`src/rtl/ctd_pkg.sv`:
```
// Shared types, token kind codes and helpers for the compact token decoder.
// No dependencies.
package ctd_pkg;

  localparam logic [2:0] KIND_VAR32 = 3'd0;
  localparam logic [2:0] KIND_ZIG32 = 3'd1;
  localparam logic [2:0] KIND_VAR64 = 3'd2;
  localparam logic [2:0] KIND_ZIG64 = 3'd3;
  localparam logic [2:0] KIND_FIELD = 3'd4;
  localparam logic [2:0] KIND_LIST  = 3'd5;

  localparam logic [3:0] LIMIT32       = 4'd5;
  localparam logic [3:0] LIMIT64       = 4'd10;
  localparam logic [3:0] COUNT_MAX     = 4'd15;
  localparam logic [3:0] STOP_NIBBLE   = 4'h0;
  localparam logic [3:0] LONG_NIBBLE   = 4'hf;
  localparam logic [6:0] GROUP_MASK    = 7'h7f;
  localparam int         CONT_BIT      = 7;
  localparam logic [6:0] SHIFT_LIMIT   = 7'd64;

  typedef struct packed {
    logic done;      // continuation bit clear, token complete
    logic overflow;  // byte limit reached with continuation still set
  } feed_status_t;

  typedef struct packed {
    logic [2:0]         kind;
    logic [63:0]        value;
    logic signed [15:0] fid;
    logic [3:0]         etype;
    logic               stop;
    logic               err;
  } result_t;

  function automatic logic [63:0] unzig64(input logic [63:0] u);
    unzig64 = {1'b0, u[63:1]} ^ {64{u[0]}};
  endfunction

  function automatic logic [31:0] unzig32(input logic [31:0] u);
    unzig32 = {1'b0, u[31:1]} ^ {32{u[0]}};
  endfunction

endpackage

```
`src/rtl/ctd_feed.sv`:
```
// Varint group accumulator: merges one stream byte into the running value.
// Depends on ctd_pkg.
module ctd_feed (
  input  logic [7:0]            data_byte,
  input  logic [63:0]           acc_in,
  input  logic [3:0]            cnt_in,
  input  logic                  wide,
  output logic [63:0]           acc_next,
  output logic [3:0]            cnt_next,
  output ctd_pkg::feed_status_t status
);
  import ctd_pkg::*;

  logic [6:0]  sh;
  logic [63:0] grp_w;
  logic [3:0]  limit;

  assign sh    = {cnt_in, 3'b000} - {3'b000, cnt_in};  // cnt * 7
  assign grp_w = {57'b0, data_byte[6:0] & GROUP_MASK};
  assign limit = wide ? LIMIT64 : LIMIT32;

  always_comb begin
    acc_next = acc_in;
    if (sh < SHIFT_LIMIT) begin
      acc_next = acc_in | (grp_w << sh[5:0]);
    end
    cnt_next = (cnt_in == COUNT_MAX) ? COUNT_MAX : cnt_in + 4'd1;
    status.done     = !data_byte[CONT_BIT];
    status.overflow = data_byte[CONT_BIT] && (cnt_next >= limit);
  end

endmodule

```
`src/rtl/compact_token_decoder.sv`:
```
// Compact-protocol token decoder: one stream byte per item, one result per token.
// A token's result is registered into the result register, or into the skid
// register while the output is held. Throughput: one byte per cycle while
// in_stall is low; the two-entry buffer lets input flow while one result waits.
// Reset (rst, synchronous, active high): idle, no token open, buffers empty.
// Depends on ctd_pkg and ctd_feed.
module compact_token_decoder (
  input  logic               clk,
  input  logic               rst,
  input  logic               in_valid,
  output logic               in_stall,
  input  logic [7:0]         data_byte,
  input  logic [2:0]         token_kind,
  input  logic signed [15:0] prev_field_id,
  output logic               out_valid,
  input  logic               out_stall,
  output logic [2:0]         done_kind,
  output logic [63:0]        value,
  output logic signed [15:0] field_id,
  output logic [3:0]         elem_type,
  output logic               is_stop,
  output logic               error
);
  import ctd_pkg::*;

  // Token state
  logic        in_token, in_token_next;
  logic [2:0]  current_kind, current_kind_next;
  logic [63:0] accumulator, accumulator_next;
  logic [3:0]  byte_count, byte_count_next;
  logic [3:0]  saved_type, saved_type_next;

  // Output buffer
  result_t out_r, skid_r;
  logic    skid_valid;

  // Per-item decode
  logic         accept, out_take, slot_free, push;
  logic         feed_path, wide;
  logic [2:0]   kind_eff;
  logic [63:0]  acc_in, acc_fed;
  logic [3:0]   cnt_in, cnt_fed;
  feed_status_t fst;
  result_t      res_new;
  logic [3:0]   lo, hi;
  logic [3:0]   fin_type;
  logic [31:0]  fid_zz;

  assign in_stall  = skid_valid;
  assign accept    = in_valid && !skid_valid;
  assign out_take  = out_valid && !out_stall;
  assign slot_free = out_take || !out_valid;

  assign lo = data_byte[3:0];
  assign hi = data_byte[7:4];

  // A token in progress keeps feeding bytes; a new token is a varint if its
  // kind is one of the four integer kinds.
  assign feed_path = in_token || (token_kind <= KIND_ZIG64);
  assign kind_eff  = in_token ? current_kind : token_kind;
  assign wide      = (kind_eff == KIND_VAR64) || (kind_eff == KIND_ZIG64);
  assign acc_in    = in_token ? accumulator : '0;
  assign cnt_in    = in_token ? byte_count : '0;

  ctd_feed u_feed (
    .data_byte (data_byte),
    .acc_in    (acc_in),
    .cnt_in    (cnt_in),
    .wide      (wide),
    .acc_next  (acc_fed),
    .cnt_next  (cnt_fed),
    .status    (fst)
  );

  // Header kinds report their saved type nibble; integer kinds report zero.
  assign fin_type = (kind_eff >= KIND_FIELD) ? saved_type : 4'd0;
  assign fid_zz   = unzig32(acc_fed[31:0]);

  always_comb begin
    in_token_next     = in_token;
    current_kind_next = current_kind;
    accumulator_next  = accumulator;
    byte_count_next   = byte_count;
    saved_type_next   = saved_type;
    push              = 1'b0;
    res_new           = '0;

    if (feed_path) begin
      current_kind_next = kind_eff;
      accumulator_next  = acc_fed;
      byte_count_next   = cnt_fed;
      in_token_next     = 1'b1;
      res_new.kind      = kind_eff;
      if (fst.overflow) begin
        // Too many bytes: error result, value and id cleared.
        in_token_next = 1'b0;
        push          = 1'b1;
        res_new.etype = fin_type;
        res_new.err   = 1'b1;
      end else if (fst.done) begin
        in_token_next = 1'b0;
        push          = 1'b1;
        case (kind_eff)
          KIND_VAR32: res_new.value = {32'b0, acc_fed[31:0]};
          KIND_ZIG32: res_new.value = {32'b0, unzig32(acc_fed[31:0])};
          KIND_VAR64: res_new.value = acc_fed;
          KIND_ZIG64: res_new.value = unzig64(acc_fed);
          KIND_FIELD: begin
            // Long-form id: zigzag i16 from the low bits.
            res_new.fid   = fid_zz[15:0];
            res_new.etype = fin_type;
          end
          default: begin
            // List with long size form.
            res_new.value = {32'b0, acc_fed[31:0]};
            res_new.etype = fin_type;
          end
        endcase
      end
    end else if (token_kind == KIND_FIELD) begin
      res_new.kind = KIND_FIELD;
      if (lo == STOP_NIBBLE) begin
        push         = 1'b1;
        res_new.stop = 1'b1;
      end else if (hi != 4'd0) begin
        // Short form: delta on the previous id, wraps in 16 bits.
        push          = 1'b1;
        res_new.fid   = prev_field_id + $signed({12'b0, hi});
        res_new.etype = lo;
      end else begin
        saved_type_next   = lo;
        current_kind_next = KIND_FIELD;
        accumulator_next  = '0;
        byte_count_next   = '0;
        in_token_next     = 1'b1;
      end
    end else if (token_kind == KIND_LIST) begin
      res_new.kind = KIND_LIST;
      if (hi != LONG_NIBBLE) begin
        push          = 1'b1;
        res_new.value = {60'b0, hi};
        res_new.etype = lo;
      end else begin
        saved_type_next   = lo;
        current_kind_next = KIND_LIST;
        accumulator_next  = '0;
        byte_count_next   = '0;
        in_token_next     = 1'b1;
      end
    end
    // Unknown kinds on a first byte: dropped, block stays idle.
  end

  always_ff @(posedge clk) begin
    if (rst) begin
      in_token     <= 1'b0;
      current_kind <= '0;
      accumulator  <= '0;
      byte_count   <= '0;
      saved_type   <= '0;
    end else if (accept) begin
      in_token     <= in_token_next;
      current_kind <= current_kind_next;
      accumulator  <= accumulator_next;
      byte_count   <= byte_count_next;
      saved_type   <= saved_type_next;
    end
  end

  // Output register with skid stage. The skid only fills when a result is
  // produced while the output register is held; input stalls while it is full.
  always_ff @(posedge clk) begin
    if (rst) begin
      out_valid  <= 1'b0;
      skid_valid <= 1'b0;
    end else if (slot_free) begin
      out_valid  <= skid_valid || (accept && push);
      skid_valid <= 1'b0;
    end else if (accept && push) begin
      skid_valid <= 1'b1;
    end
  end

  always_ff @(posedge clk) begin
    if (slot_free) begin
      out_r <= skid_valid ? skid_r : res_new;
    end else if (accept && push) begin
      skid_r <= res_new;
    end
  end

  assign done_kind = out_r.kind;
  assign value     = out_r.value;
  assign field_id  = out_r.fid;
  assign elem_type = out_r.etype;
  assign is_stop   = out_r.stop;
  assign error     = out_r.err;

  a_skid_behind_out: assert property (@(posedge clk) disable iff (rst)
    skid_valid |-> out_valid)
    else $error("skid holds a result while output register is empty");

  a_skid_holds: assert property (@(posedge clk) disable iff (rst)
    skid_valid && out_stall |=> skid_valid)
    else $error("skid result lost under stall");

  a_count_bound: assert property (@(posedge clk) disable iff (rst)
    in_token |-> byte_count < LIMIT64)
    else $error("open token past byte limit");

  a_kind_known: assert property (@(posedge clk) disable iff (rst)
    in_token |-> current_kind <= KIND_LIST)
    else $error("open token with unknown kind");

  a_err_clean: assert property (@(posedge clk) disable iff (rst)
    out_valid && error |-> value == 64'd0 && field_id == 16'sd0 && !is_stop)
    else $error("error result carries data");

endmodule
```
`config.mk`:
```
export PLATFORM = sky130hd
export DESIGN_NAME = compact_token_decoder
export DESIGN_NICKNAME = d
export VERILOG_FILES = /design/src/rtl/ctd_pkg.sv /design/src/rtl/ctd_feed.sv /design/src/rtl/compact_token_decoder.sv
export SDC_FILE = /design/constraint.sdc
export NUM_CORES = 1
export LEC_CHECK = 0
export ABC_AREA = 1
export BUFFER_PORTS_ARGS = -buffer_cell sky130_fd_sc_hd__buf_2
export CAP_MARGIN = 5
export CELL_PAD_IN_SITES_DETAIL_PLACEMENT = 0
export CELL_PAD_IN_SITES_GLOBAL_PLACEMENT = 2
export CORE_MARGIN = 2
export CORE_UTILIZATION = 38
export DETAILED_ROUTE_END_ITERATION = 8
export GPL_TIMING_DRIVEN = 0
export PLACE_DENSITY_LB_ADDON = 0.1
export SLEW_MARGIN = 40
export SYNTH_ARGS = -nofsm -noshare
export SYNTH_HDL_FRONTEND = slang
export SYNTH_HIERARCHICAL = 1
export SYNTH_SLANG_ARGS = --single-unit
```
`constraint.sdc`:
```
create_clock -name clk -period 17.3 [get_ports clk]
set_input_delay 3.46 -clock clk [delete_from_list [all_inputs] [get_ports clk]]
set_output_delay 3.46 -clock clk [all_outputs]
set_load 0.005 [all_outputs]
```
==> run summary <==
The post-route netlist has 13.2% of its cells at a drive strength greater than 1. The latest clock arrival within the worst-skew pair is 0.58 ns. The final estimated routing congestion in global placement came out at 0.918. The maximum root-to-sink buffer count came out at 3. The share of async-settable or async-resettable flops after synthesis came out at 0%. The global route total overflow is 0. The full die area is 41000 um^2. The final layout contains routed wiring with a total length of 48.0 mm.

The max-slew violation count came out at 0. The total standard cell area after synthesis is 15000 um^2. A synthesized cell averages 7.37 um^2. The total number of vias is 13.1k. Routed signal wires occupy layers up through met4.

In this run the horizontal extent of the chip is 203 um. The power density over cell area came out at 103 nW/um^2. The pin count of the biggest net entering global routing is 42. Among all flip-flop cells after synthesis, the most frequent one is sky130_fd_sc_hd__edfxtp_1. The initial cell density of the core is 38.7%. The average via count per standard cell is 4.79. Wire segments on met2 add up to 22.1 mm in the final route.

The initial antenna violation count came out at 0. Setup repair after global routing left no endpoint under its margin. The post-synth net total came out at 2074. Sequential elements use 46.1% of the synthesized area. The leakage power came out at 8.63 nW.

By startpoint and endpoint, the worst setup path is classified as primary input to flop. The count of routing violations after the opening detailed-route iteration is 809. Among all cell types in the netlist, the one instantiated most often is sky130_fd_sc_hd__nand2_1. CTS built an H-tree with a depth of 1. For the final database, setup skew stands at 0.0107 ns.

The warning count from the yosys run came out at 6. Setup violations remaining at the end of the flow were counted as 0. The critical-path maximum fanout came out at 21. The post-synthesis instance total is 2031. The largest total area in the synthesized netlist belongs to sky130_fd_sc_hd__edfxtp_1. The clock net sink count came out at 256. The setup TNS came out at 0 ns. The run finished with clean final reports. The number of port buffers came out at 121.

The placeable core region came out at 38700 um^2. VDD sags by at most 0.0000727 V. In the finished design, the share of the clock period the worst path needs comes to 40.2%. OpenSTA, run right after detailed placement, puts the worst setup slack at 9.55 ns. The number of filler cells placed in the layout is 4067. The count of final hold-check violations is 0.

The number of global-route vias before repair is 12.4k. At the pin with the least slew margin, the transition time is 0.879 ns. The data arrival time at the worst-slack endpoint is 7.24 ns.

The aggregate global-route resource usage is 23.6%. The required time of the critical path is 17.58 ns. The top cell type's share of synthesized area came out at 35.7%. The clock transition at the register clock pins on the worst setup and hold paths after CTS came out at 0.06 ns.

The layout overhead on the synthesized area came out at 16.6%. The number of enable flip-flop cells after synthesis is 178. The final antenna diode count is 0. Static timing analysis puts the maximum clock frequency at 144 MHz. The number of gates given a new drive strength after cts is 0.

Setup slack on the critical path of the routed design comes to 10.34 ns. The post-detailed-route wirelength per cell is 17.6 um. The post-synthesis cell type count is 40. The total routed wire length on the met1 layer came out at 22.6 mm.

By count the netlist is led by sky130_fd_sc_hd__nand2_1 (672), sky130_fd_sc_hd__inv_1 (268), sky130_fd_sc_hd__nor2_1 (249). The remaining design rule violation count is 0. For this design, the CTS-stage hold fixing added 0 buffers. The post-CTS setup-driven buffer insertion count came out at 0. The wire length of the first global-routing pass came out at 74.2 mm.

The worst setup path is captured at a flop. The register bit count reported by yosys is 256. The I/O pin count came out at 122. The number of buffers added by the clock tree synthesis step came out at 31. The vertical extent of the die is 203 um. The row count is 72. The worst setup path is launched from a primary input. Ranked by total cell area, the synthesized netlist is headed by sky130_fd_sc_hd__edfxtp_1 (36%), sky130_fd_sc_hd__nand2_1 (17%), sky130_fd_sc_hd__dfxtp_1 (10%). The root buffer selected by CTS is sky130_fd_sc_hd__clkbuf_16. The first-pass iteration count of the detailed router came out at 5.

Measured against its own limit, the worst slew margin works out to 41.0%. The post-layout minimum cycle time came out at 6.96 ns. The CTS tree is built. The amount of wire on met3 after detailed routing is 2.25 mm.

Once detail routing completed, the nets flagged for antenna violations numbered 0. After the last flow step, the layout net total stands at 2235. The max capacitance violation total came out at 0. The detailed placement HPWL came out at 36.1 mm. The path class of the lowest-slack min-delay path is flop to flop.
[final timing paths]
path / start / endpoint / slack (ns) / cells after the start
setup / recovery: token_kind[2] / skid_r[42] / 10.34 / 23
hold / removal: saved_type[3] / saved_type[3] / 0.46 / 2
setup reg to reg: in_token / value[31] / 11.89 / 21
hold reg to reg: saved_type[3] / saved_type[3] / 0.46 / 2
[area by class of cell]
type                            instances  area (um^2)  share of cell area (%)
Sequential cell                       256         6910                    39.6
Clock buffer                           37          818                    4.69
Buffer                                106          563                    3.23
Timing Repair Buffer                  128          746                    4.27
Tap cell                              518          648                    3.71
Multi-Input combinational cell       1387         6460                    37.0
Clock inverter                         21          248                    1.42
Inverter                              282         1060                    6.09
[flip-flops by register name, indices dropped and copies added, names as in the netlist]
| name | cells |
|---|---|
| current_kind | 3 |
| out_valid | 1 |
| field_id | 16 |
| in_token | 1 |
| is_stop | 1 |
| elem_type | 4 |
| done_kind | 3 |
| value | 64 |
| in_stall | 1 |
| skid_r | 89 |
| accumulator | 64 |
| saved_type | 4 |
| byte_count | 4 |
| error | 1 |
[kinds of logic (layout without fill, tap and decap cells)]
group,Yosys count,count (layout),share of synthesized area (%)
fa+ha+maj,12,12,1.05
flops,256,256,46.1
xor+xnor,63,63,3.68
simple gates,1154,1154,31.6
compound gates,158,158,6.75
buf+inv,388,574,10.8
[per-layer routing]
metal  vias up  global-route usage (%)
met5         -                       0
met4         0                    6.49
met3        55                    3.37
met2       248                    38.7
met1      6093                    32.8
li1       6716                       -
[placed cells by master (no fill, tap or decap), drive strengths merged]
cell	Yosys	layout
nand4	10	10
o22ai	26	26
clkbuf	47	84
clkinvlp	0	2
a21o	2	2
o21bai	11	11
o21ai	101	101
nand3	193	193
ha	11	11
nor3	6	6
nand3b	4	4
inv	280	282
a21oi	11	11
fa	1	1
bufinv	0	5
nor2	255	255
edfxtp	178	178
o31ai	5	5
clkinv	2	14
or2	4	4
a31oi	2	2
xnor2	31	31
xor2	32	32
buf	59	187
nand2	682	682
dfxtp	78	78
[report_power, final]
group          leakage (nW)  internal, W  switching [W]
clock                 0.517     0.000412       0.000272
combinational          5.69     0.000126       0.000277
sequential             2.42     0.000695      0.0000121
[worst max-delay path: stages]
cell                      delay (ns)
sky130_fd_sc_hd__buf_2          0.12
sky130_fd_sc_hd__nand2_2        0.08
sky130_fd_sc_hd__buf_6          0.17
sky130_fd_sc_hd__nand2_2        0.11
sky130_fd_sc_hd__inv_1          0.13
sky130_fd_sc_hd__nand2_1        0.11
sky130_fd_sc_hd__inv_1          0.25
sky130_fd_sc_hd__buf_2          0.34
sky130_fd_sc_hd__inv_1          0.14
sky130_fd_sc_hd__ha_1           0.29
sky130_fd_sc_hd__inv_1          0.03
sky130_fd_sc_hd__a21oi_1        0.10
sky130_fd_sc_hd__o21ai_0        0.09
sky130_fd_sc_hd__a21oi_1        0.12
sky130_fd_sc_hd__o21ai_0        0.10
sky130_fd_sc_hd__inv_1          0.10
sky130_fd_sc_hd__o21ai_1        0.17
sky130_fd_sc_hd__nand2_1        0.14
sky130_fd_sc_hd__nand2_1        0.13
sky130_fd_sc_hd__nor2_4         0.40
sky130_fd_sc_hd__buf_8          0.23
sky130_fd_sc_hd__buf_8          0.20
sky130_fd_sc_hd__buf_16         0.18
[stage by stage]
| stage | hold slack [ns] | std cells | util, % | total power, W | instance area (um^2) |
|---|---|---|---|---|---|
| floorplan | 0.430 | 2031 | - | 0.000985 | 15000 |
| global placement | 0.445 | 2670 | 41.9 | 0.00112 | 16200 |
| detailed placement | 0.454 | 2677 | 42.3 | 0.00112 | 16400 |
| CTS | 0.463 | 2735 | 45.1 | 0.00181 | 17500 |
| global route | 0.493 | 2735 | 45.1 | 0.00188 | 17500 |
| finish | 0.463 | 2735 | 45.1 | 0.00179 | 17500 |
Power figures use the tool's default switching activity.
